[src/rtl/noise_gate_attack_hold_decay_unit_macros.svh]
// Assertion helpers for the noise gate block.
// NGAHD_CHECK: implication in the same cycle.
// NGAHD_CHECK_NEXT: implication in the next cycle.
`ifndef NOISE_GATE_ATTACK_HOLD_DECAY_UNIT_MACROS_SVH
`define NOISE_GATE_ATTACK_HOLD_DECAY_UNIT_MACROS_SVH

`ifndef SYNTHESIS
`define NGAHD_CHECK(label, ante, cons) \
  label: assert property (@(posedge clk_i) disable iff (!rst_ni) (ante) |-> (cons)) \
    else $error("noise gate check failed");
`define NGAHD_CHECK_NEXT(label, ante, cons) \
  label: assert property (@(posedge clk_i) disable iff (!rst_ni) (ante) |=> (cons)) \
    else $error("noise gate check failed");
`else
`define NGAHD_CHECK(label, ante, cons)
`define NGAHD_CHECK_NEXT(label, ante, cons)
`endif

`endif

[src/rtl/ngahd_pkg.sv]
`default_nettype none

package ngahd_pkg;

  // gate phases
  localparam logic [1:0] PH_CLOSED = 2'd0;
  localparam logic [1:0] PH_ATTACK = 2'd1;
  localparam logic [1:0] PH_OPEN   = 2'd2;
  localparam logic [1:0] PH_DECAY  = 2'd3;

  // register indexes (byte address 4*i)
  localparam int unsigned ADDR_WIDTH = 5;
  localparam logic [2:0] REG_ENABLE    = 3'd0;
  localparam logic [2:0] REG_THRESHOLD = 3'd1;
  localparam logic [2:0] REG_ATTACK    = 3'd2;
  localparam logic [2:0] REG_HOLD      = 3'd3;
  localparam logic [2:0] REG_DECAY     = 3'd4;
  localparam logic [2:0] REG_FLOOR     = 3'd5;

  // front-to-back queue
  localparam int unsigned QUEUE_DEPTH = 4;
  localparam int unsigned QPTR_WIDTH  = 2;
  localparam int unsigned QCNT_WIDTH  = 3;

  typedef struct packed {
    logic [1:0] phase;
    logic       gain_zero;
    logic       gain_full;
  } ngahd_status_t;

endpackage

`default_nettype wire

[src/rtl/ngahd_front.sv]
`default_nettype none

module ngahd_front
  import ngahd_pkg::*;
#(
  parameter int unsigned SAMPLE_WIDTH   = 24,
  parameter int unsigned GAIN_FRAC_BITS = 23,
  parameter int unsigned HOLD_WIDTH     = 20
) (
  input  logic                            clk_i,
  input  logic                            rst_ni,
  input  logic                            enable_i,
  input  logic        [SAMPLE_WIDTH-1:0]  threshold_i,
  input  logic        [GAIN_FRAC_BITS:0]  attack_step_i,
  input  logic        [HOLD_WIDTH-1:0]    hold_length_i,
  input  logic        [GAIN_FRAC_BITS:0]  decay_step_i,
  input  logic                            push_i,
  input  logic signed [SAMPLE_WIDTH-1:0]  sample_i,
  output logic        [GAIN_FRAC_BITS:0]  gain_o,
  output logic        [1:0]               phase_o,
  output ngahd_status_t                   status_o
);

  localparam int unsigned GW = GAIN_FRAC_BITS + 1;
  localparam logic [GW-1:0] GAIN_ONE = {1'b1, {GAIN_FRAC_BITS{1'b0}}};

  logic [1:0]              phase_q, phase_d;
  logic [GW-1:0]           gain_q, gain_d;
  logic [HOLD_WIDTH-1:0]   hold_q, hold_d;

  logic [SAMPLE_WIDTH:0]   neg_ext;
  logic [SAMPLE_WIDTH-1:0] mag;
  logic                    loud;
  logic [GW:0]             gain_sum;

  assign neg_ext  = {1'b0, ~sample_i} + {{SAMPLE_WIDTH{1'b0}}, 1'b1};
  assign mag      = sample_i[SAMPLE_WIDTH-1] ? neg_ext[SAMPLE_WIDTH-1:0] : sample_i;
  assign loud     = mag >= threshold_i;
  assign gain_sum = {1'b0, gain_q} + {1'b0, attack_step_i};

  always_comb begin
    phase_d = phase_q;
    gain_d  = gain_q;
    hold_d  = hold_q;

    case (phase_q)
      PH_CLOSED, PH_DECAY: begin
        if (loud) phase_d = PH_ATTACK;
      end
      PH_OPEN: begin
        if (loud) begin
          hold_d = hold_length_i;
        end else if (hold_q == '0) begin
          phase_d = PH_DECAY;
        end else begin
          hold_d = hold_q - HOLD_WIDTH'(1);
        end
      end
      default: ;
    endcase

    // ramp in the same sample as the phase change
    case (phase_d)
      PH_DECAY: begin
        if (decay_step_i >= gain_q) begin
          gain_d  = '0;
          phase_d = PH_CLOSED;
        end else begin
          gain_d = gain_q - decay_step_i;
        end
      end
      PH_ATTACK: begin
        if (gain_sum >= {1'b0, GAIN_ONE}) begin
          gain_d  = GAIN_ONE;
          phase_d = PH_OPEN;
          hold_d  = hold_length_i;
        end else begin
          gain_d = gain_sum[GW-1:0];
        end
      end
      default: ;
    endcase
  end

  // gain handed to the back: closed uses floor alone, attack and decay the ramped gain, open and bypass pass through
  always_comb begin
    if (!enable_i) begin
      gain_o  = GAIN_ONE;
      phase_o = phase_q;
    end else begin
      phase_o = phase_d;
      case (phase_d)
        PH_CLOSED: gain_o = '0;
        PH_OPEN:   gain_o = GAIN_ONE;
        default:   gain_o = gain_d;
      endcase
    end
  end

  always_ff @(posedge clk_i or negedge rst_ni) begin
    if (!rst_ni) begin
      phase_q <= PH_CLOSED;
      gain_q  <= '0;
      hold_q  <= '0;
    end else if (push_i && enable_i) begin
      phase_q <= phase_d;
      gain_q  <= gain_d;
      hold_q  <= hold_d;
    end
  end

  assign status_o.phase     = phase_q;
  assign status_o.gain_zero = gain_q == '0;
  assign status_o.gain_full = gain_q == GAIN_ONE;

endmodule

`default_nettype wire

[src/rtl/ngahd_queue.sv]
`default_nettype none

module ngahd_queue
  import ngahd_pkg::*;
#(
  parameter int unsigned WIDTH = 50
) (
  input  logic             clk_i,
  input  logic             rst_ni,
  input  logic             push_i,
  input  logic [WIDTH-1:0] data_i,
  input  logic             pop_i,
  output logic [WIDTH-1:0] data_o,
  output logic             full_o,
  output logic             empty_o
);

  logic [WIDTH-1:0]      mem_q [QUEUE_DEPTH];
  logic [QPTR_WIDTH-1:0] wr_ptr_q, rd_ptr_q;
  logic [QCNT_WIDTH-1:0] cnt_q;
  logic                  do_push, do_pop;

  assign full_o  = cnt_q == QCNT_WIDTH'(QUEUE_DEPTH);
  assign empty_o = cnt_q == '0;
  assign do_push = push_i && !full_o;
  assign do_pop  = pop_i && !empty_o;
  assign data_o  = mem_q[rd_ptr_q];

  always_ff @(posedge clk_i) begin
    if (do_push) mem_q[wr_ptr_q] <= data_i;
  end

  always_ff @(posedge clk_i or negedge rst_ni) begin
    if (!rst_ni) begin
      wr_ptr_q <= '0;
      rd_ptr_q <= '0;
      cnt_q    <= '0;
    end else begin
      if (do_push) wr_ptr_q <= wr_ptr_q + QPTR_WIDTH'(1);
      if (do_pop)  rd_ptr_q <= rd_ptr_q + QPTR_WIDTH'(1);
      case ({do_push, do_pop})
        2'b10:   cnt_q <= cnt_q + QCNT_WIDTH'(1);
        2'b01:   cnt_q <= cnt_q - QCNT_WIDTH'(1);
        default: cnt_q <= cnt_q;
      endcase
    end
  end

endmodule

`default_nettype wire

[src/rtl/ngahd_back.sv]
`default_nettype none

module ngahd_back
  import ngahd_pkg::*;
#(
  parameter int unsigned SAMPLE_WIDTH   = 24,
  parameter int unsigned GAIN_FRAC_BITS = 23
) (
  input  logic                            clk_i,
  input  logic                            rst_ni,
  input  logic        [GAIN_FRAC_BITS:0]  floor_gain_i,
  input  logic                            q_empty_i,
  input  logic signed [SAMPLE_WIDTH-1:0]  q_sample_i,
  input  logic        [GAIN_FRAC_BITS:0]  q_gain_i,
  input  logic        [1:0]               q_phase_i,
  output logic                            q_pop_o,
  output logic                            out_valid_o,
  input  logic                            out_stall_i,
  output logic signed [SAMPLE_WIDTH-1:0]  sample_out_o,
  output logic        [1:0]               phase_out_o
);

  localparam int unsigned GW = GAIN_FRAC_BITS + 1;
  localparam int unsigned PW = SAMPLE_WIDTH + GW + 1;
  localparam logic [GW-1:0] GAIN_ONE = {1'b1, {GAIN_FRAC_BITS{1'b0}}};

  logic                    adv;
  logic [GW-1:0]           fl, one_minus_fl, eff;

  logic                    a_vld_q;
  logic [SAMPLE_WIDTH-1:0] a_sample_q;
  logic [1:0]              a_phase_q;
  logic [2*GW-1:0]         a_prod_q;

  logic                    b_vld_q;
  logic [1:0]              b_phase_q;
  logic signed [PW-1:0]    b_prod_q;

  logic                    o_vld_q;
  logic [SAMPLE_WIDTH-1:0] o_sample_q;
  logic [1:0]              o_phase_q;

  logic signed [PW-1:0]    s_ext, eff_ext;

  // whole pipe moves when the output register is free or being taken
  assign adv     = !o_vld_q || !out_stall_i;
  assign q_pop_o = adv && !q_empty_i;

  assign fl           = (floor_gain_i > GAIN_ONE) ? GAIN_ONE : floor_gain_i;
  assign one_minus_fl = GAIN_ONE - fl;
  assign eff          = fl + a_prod_q[GAIN_FRAC_BITS +: GW];

  assign s_ext   = {{(GW+1){a_sample_q[SAMPLE_WIDTH-1]}}, a_sample_q};
  assign eff_ext = {{(SAMPLE_WIDTH+1){1'b0}}, eff};

  always_ff @(posedge clk_i or negedge rst_ni) begin
    if (!rst_ni) begin
      a_vld_q <= 1'b0;
      b_vld_q <= 1'b0;
      o_vld_q <= 1'b0;
    end else if (adv) begin
      a_vld_q <= !q_empty_i;
      b_vld_q <= a_vld_q;
      o_vld_q <= b_vld_q;
    end
  end

  always_ff @(posedge clk_i) begin
    if (adv) begin
      a_sample_q <= q_sample_i;
      a_phase_q  <= q_phase_i;
      a_prod_q   <= {{GW{1'b0}}, q_gain_i} * {{GW{1'b0}}, one_minus_fl};
      b_phase_q  <= a_phase_q;
      b_prod_q   <= s_ext * eff_ext;
      // arithmetic shift rounds toward minus infinity
      o_sample_q <= b_prod_q[GAIN_FRAC_BITS +: SAMPLE_WIDTH];
      o_phase_q  <= b_phase_q;
    end
  end

  assign out_valid_o  = o_vld_q;
  assign sample_out_o = o_sample_q;
  assign phase_out_o  = o_phase_q;

endmodule

`default_nettype wire

[src/rtl/noise_gate_attack_hold_decay_unit.sv]
// Noise gate with attack, hold and decay ramps.
// After acceptance a sample passes the queue, then the product, scale and output registers.
// Throughput: one sample per cycle while the queue is not full; the gate state updates at accept
// when enabled, and a 4-entry queue lets input keep flowing while the output stalls.
// Reset: phase closed, gain and hold count zero, queue and pipeline empty,
// registers enable 0, threshold 0, steps 1.0, hold 0, floor 0.
`default_nettype none
`include "noise_gate_attack_hold_decay_unit_macros.svh"

module noise_gate_attack_hold_decay_unit
  import ngahd_pkg::*;
#(
  parameter int unsigned SAMPLE_WIDTH   = 24,
  parameter int unsigned GAIN_FRAC_BITS = 23,
  parameter int unsigned HOLD_WIDTH     = 20
) (
  input  logic                           clk_i,
  input  logic                           rst_ni,
  input  logic                           psel,
  input  logic                           penable,
  input  logic                           pwrite,
  input  logic        [ADDR_WIDTH-1:0]   paddr,
  input  logic        [31:0]             pwdata,
  output logic        [31:0]             prdata,
  output logic                           pready,
  input  logic                           in_valid_i,
  output logic                           in_stall_o,
  input  logic signed [SAMPLE_WIDTH-1:0] sample_in_i,
  output logic                           out_valid_o,
  input  logic                           out_stall_i,
  output logic signed [SAMPLE_WIDTH-1:0] sample_out_o,
  output logic        [1:0]              phase_out_o
);

  localparam int unsigned GW = GAIN_FRAC_BITS + 1;
  localparam int unsigned QW = SAMPLE_WIDTH + GW + 2;
  localparam logic [GW-1:0] GAIN_ONE = {1'b1, {GAIN_FRAC_BITS{1'b0}}};

  logic                    enable_q;
  logic [SAMPLE_WIDTH-1:0] threshold_q;
  logic [GW-1:0]           attack_q;
  logic [HOLD_WIDTH-1:0]   hold_q;
  logic [GW-1:0]           decay_q;
  logic [GW-1:0]           floor_q;

  logic                    wr_en;
  logic [2:0]              reg_idx;

  logic                    push;
  logic                    q_full, q_empty, q_pop;
  logic [GW-1:0]           f_gain;
  logic [1:0]              f_phase;
  logic [QW-1:0]           q_wdata, q_rdata;
  ngahd_status_t           st;

  // ---------------- config port ----------------
  assign pready  = 1'b1;
  assign reg_idx = paddr[ADDR_WIDTH-1:2];
  assign wr_en   = psel && penable && pwrite;

  always_ff @(posedge clk_i or negedge rst_ni) begin
    if (!rst_ni) begin
      enable_q    <= 1'b0;
      threshold_q <= '0;
      attack_q    <= GAIN_ONE;
      hold_q      <= '0;
      decay_q     <= GAIN_ONE;
      floor_q     <= '0;
    end else if (wr_en) begin
      case (reg_idx)
        REG_ENABLE:    enable_q    <= pwdata[0];
        REG_THRESHOLD: threshold_q <= pwdata[SAMPLE_WIDTH-1:0];
        REG_ATTACK:    attack_q    <= pwdata[GW-1:0];
        REG_HOLD:      hold_q      <= pwdata[HOLD_WIDTH-1:0];
        REG_DECAY:     decay_q     <= pwdata[GW-1:0];
        REG_FLOOR:     floor_q     <= pwdata[GW-1:0];
        default: ;
      endcase
    end
  end

  always_comb begin
    case (reg_idx)
      REG_ENABLE:    prdata = {31'd0, enable_q};
      REG_THRESHOLD: prdata = 32'(threshold_q);
      REG_ATTACK:    prdata = 32'(attack_q);
      REG_HOLD:      prdata = 32'(hold_q);
      REG_DECAY:     prdata = 32'(decay_q);
      REG_FLOOR:     prdata = 32'(floor_q);
      default:       prdata = '0;
    endcase
  end

  // ---------------- front ----------------
  assign in_stall_o = q_full;
  assign push       = in_valid_i && !q_full;

  ngahd_front #(
    .SAMPLE_WIDTH  (SAMPLE_WIDTH),
    .GAIN_FRAC_BITS(GAIN_FRAC_BITS),
    .HOLD_WIDTH    (HOLD_WIDTH)
  ) u_front (
    .clk_i        (clk_i),
    .rst_ni       (rst_ni),
    .enable_i     (enable_q),
    .threshold_i  (threshold_q),
    .attack_step_i(attack_q),
    .hold_length_i(hold_q),
    .decay_step_i (decay_q),
    .push_i       (push),
    .sample_i     (sample_in_i),
    .gain_o       (f_gain),
    .phase_o      (f_phase),
    .status_o     (st)
  );

  assign q_wdata = {sample_in_i, f_gain, f_phase};

  ngahd_queue #(
    .WIDTH(QW)
  ) u_queue (
    .clk_i  (clk_i),
    .rst_ni (rst_ni),
    .push_i (push),
    .data_i (q_wdata),
    .pop_i  (q_pop),
    .data_o (q_rdata),
    .full_o (q_full),
    .empty_o(q_empty)
  );

  // ---------------- back ----------------
  ngahd_back #(
    .SAMPLE_WIDTH  (SAMPLE_WIDTH),
    .GAIN_FRAC_BITS(GAIN_FRAC_BITS)
  ) u_back (
    .clk_i       (clk_i),
    .rst_ni      (rst_ni),
    .floor_gain_i(floor_q),
    .q_empty_i   (q_empty),
    .q_sample_i  (q_rdata[QW-1 -: SAMPLE_WIDTH]),
    .q_gain_i    (q_rdata[2 +: GW]),
    .q_phase_i   (q_rdata[1:0]),
    .q_pop_o     (q_pop),
    .out_valid_o (out_valid_o),
    .out_stall_i (out_stall_i),
    .sample_out_o(sample_out_o),
    .phase_out_o (phase_out_o)
  );

  // ---------------- checks ----------------
  `NGAHD_CHECK(a_open_gain_full, st.phase == PH_OPEN, st.gain_full)
  `NGAHD_CHECK(a_closed_gain_zero, st.phase == PH_CLOSED, st.gain_zero)
  `NGAHD_CHECK_NEXT(a_bypass_keeps_state, push && !enable_q, $stable(st))

endmodule

`default_nettype wire

[config.mk]
export PLATFORM = sky130hd
export DESIGN_NAME = noise_gate_attack_hold_decay_unit
export DESIGN_NICKNAME = d
export VERILOG_FILES = /design/src/rtl/ngahd_pkg.sv /design/src/rtl/ngahd_front.sv /design/src/rtl/ngahd_queue.sv /design/src/rtl/ngahd_back.sv /design/src/rtl/noise_gate_attack_hold_decay_unit.sv
export VERILOG_INCLUDE_DIRS = /design/src /design/src/rtl
export SDC_FILE = /design/constraint.sdc
export NUM_CORES = 2
export LEC_CHECK = 0
export BUFFER_PORTS_ARGS = -buffer_cell sky130_fd_sc_hd__buf_2
export CORE_ASPECT_RATIO = 0.8
export CORE_UTILIZATION = 45
export CTS_BUF_LIST = sky130_fd_sc_hd__clkbuf_4
export CTS_CLUSTER_SIZE = 30
export DETAILED_ROUTE_END_ITERATION = 16
export GPL_ROUTABILITY_DRIVEN = 0
export GPL_TIMING_DRIVEN = 0
export HOLD_SLACK_MARGIN = 0.03
export PLACE_DENSITY = 0.61
export SLEW_MARGIN = 20
export SYNTH_ARGS = -nofsm -noshare
export SYNTH_HDL_FRONTEND = slang
export SYNTH_SLANG_ARGS = --single-unit
[constraint.sdc]
create_clock -name clk_i -period 10.1 [get_ports clk_i]
set_input_delay 2.02 -clock clk_i [delete_from_list [all_inputs] [get_ports clk_i]]
set_output_delay 2.02 -clock clk_i [all_outputs]
set_load 0.005 [all_outputs]
==> metrics.yaml <==
job:
  maxCapViolCount: 0
synthesis:
  synth.most_common_cell: "inv_1"
  ys.flop_type: "edfxtp_1"
  synth_area_leaders: "fa_1 (32%), edfxtp_1 (15%), ha_1 (9.5%), inv_1 (7.2%), dfrtp_1 (7.1%)"
  synth_seq_cells: 475
  async_reset_ff_frac: 0.3642
  synth_cells: 6008
  syn_avg_cell_area_um2: 10.04
  synth_warnings: 0
  synth_top_area_cell: "fa_1"
  synth_common_cells: "inv_1 (1159), fa_1 (965), nand2_1 (733), ha_1 (457), and2_1 (383)"
  synth_edf_count: 302
  yosysSeqAreaShare: 0.2221
  synthesis.area_um2: 60320
  synth_cell_types: 100
  synth_top_area_frac: 0.3203
floorplan:
  die_h_um: 329.5
  initial_core_util: 0.4557
  die-width_um: 411.3
  std_cell_rows: 119
  ioPinCount: 129
  die-area_um2: 135500
  design.core.area_um2: 132400
worst_setup_path:
  worstSetupStartpointType: "register"
  crit_top_cell: "fa_1"
  reg2reg_setup_slack_ps: -360
  crit_fanout: 6
  timing.rr.end: "u_back.b_prod_q[46]"
  cp-end-kind: "register"
  timing.rr.start: "floor_q[18]"
  max_stage_delay_ps: 550
  crit_arrival_ps: 11210
  path_class: "reg -> reg"
  crit_slowest_cell: "fa_1"
  rr_worst_depth: 37
  crit_required_ps: 10850
timing:
  fin_crit_sh: 1.036
  fmax_mhz: 95.56
  setup_ws_ps: -364.2
  finalSetupViolCount: 11
  finalHoldViolations: 0
  worst_pin_slew_ps: 1133
  fin_skew_ps: 105.1
  slew_violations: 0
  relSlewSlack: 0.2419
  rsz0062_at_grt: "yes"
  finalCriticalPeriod_ps: 10460
  worst_hold_slack_ps: 418.7
grt:
  grt_pass1_vias: 46500
  grt_overflow: 0
  grt_max_degree: 76
  grt_pass1_wl_mm: 292.4
  grtUsageTotal: 0.2915
  antenna_found_initial: 33
drt:
  detail_route.first_pass.iterations: 6
  vias_per_cell: 5.599
  drtAntennaViolNets: 0
  drt_wl_total_mm: 195.2
  drc: 0
  avgRoutedWirePerCell_um: 23.74
  vias: 46050
  drt_iter0_drc: 4747
placed_design:
  io_buffers: 108
  dpl.hpwl_mm: 157.1
  dp_slack_ps: -3088
  place_area_um2: 63410
hold_path:
  holdCritStartpoint: "u_back.b_prod_q[24]"
  holdPathEnd: "u_back.sample_out_o[1]"
  hold_depth: 0
  hold_path.class: "reg -> reg"
cts:
  cts_buffers: 130
  cts_tree: "built"
  clk_latency_ps: 1090
  cts_sinks: 475
  clockBufferDepth: 3
  htree_levels: 4
  ctsHoldBuffers: 0
  cts_root_buf: "clkbuf_4"
  clk_pin_slew_ps: 70
cells_and_area:
  layout.nets: 7841
  area_growth_pct: 11.70
  drive_above_1_share: 0.1340
  finalInstanceArea_um2: 67380
  utilization: 0.5091
run_status:
  violations: "negative setup slack"
  status: "finished with violations"
-- how the worst max path moves through the flow --
stage / from / endpoint / slack, ps
after detailed placement: floor_q[17] / u_back.b_prod_q[46] / -3090
after CTS: floor_q[18] / u_back.b_prod_q[46] / -160
after floorplan: floor_q[17] / u_back.b_prod_q[40] / 40
after global routing: floor_q[18] / u_back.b_prod_q[46] / -630
final: floor_q[18] / u_back.b_prod_q[46] / -360
after global placement: floor_q[17] / u_back.b_prod_q[46] / -3040
-- worst max-delay path, delay by kind of cell (launching register included) --
kind	cells	cell delay, ps
XOR/XNOR	1	210
adder cells (fa/ha/maj)	9	3990
AO/OA/AOI/OAI	11	2150
buffers and inverters	8	820
AND/OR/NAND/NOR	8	2490
flip-flops	1	460
-- layout by cell type (no fill, tap or decap), types with 69 or more instances in the layout --
master       n
ha_1       436
nor2b_1     69
dfrtp_1    166
clkbuf_4   195
a21oi_1    128
edfxtp_1   302
buf_2      124
inv_1     1135
and2_1     374
fa_1       950
buf_4      100
clkbuf_1   179
xnor2_1     82
nand2_1    724
o21ai_0    159
nor2_1     168
mux2_2      81
-- kinds of logic after synthesis --
family / share of synthesized area
muxes: 0.03875
adders and majority gates: 0.4150
AOI/OAI and AO/OA: 0.07450
other: 0.0001245
DFF: 0.2221
buffers and inverters: 0.09097
xor gates and xnor gates: 0.02105
and+or+nand+nor: 0.1374
-- what timing repair did --
action                     in CTS  in global routing
setup endpoints to repair      47                 33
setup buffers                  62                 29
pin swaps                      58                 74
resized for setup             261                146
cloned                          1                  0
-- cell type report --
type / instances / area (µm²)
inverters: 1160 / 4362
fillers: 12120 / 64980
multi-input cells: 4100 / 42760
flip-flops and latches: 475 / 13410
plain buffers: 275 / 1384
clock inverters: 43 / 277.8
clock buffers: 188 / 1411
diodes: 20 / 50.05
repair buffers: 209 / 1536
well taps: 1754 / 2195
-- stage by stage --
| step | std cells | TNS, ps |
|---|---|---|
| global route | 8219 | -6221 |
| detailed placement | 7886 | -69820 |
| CTS | 8177 | -411.6 |
| finish | 8224 | -2239 |
| global placement | 7877 | -81890 |
| floorplan | 6015 | 0 |
-- sequential cells by signal, summed over array words and instances (netlist names), 3 cells and up --
signal               flops
u_back.a_prod_q         24
u_front.gain_q          24
u_queue.cnt_q            3
decay_q                 24
u_queue.mem_q          200
u_front.hold_q          20
floor_q                 24
threshold_q             24
u_back.a_sample_q       24
u_back.b_prod_q         24
u_back.sample_out_o     24
hold_q                  20
attack_q                24
-- metal layers --
metal	track usage	part of all wire	vias up
met3	0.1037	0.13	403
li1	-	-	19930
met1	0.4206	0.42	23220
met2	0.4074	0.41	2483
met4	0.08890	0.032	10
met5	0.003448	0.00063	-
Power is not shown: default switching activity piles up to over one toggle a cycle in this logic, so the estimate is an artifact.
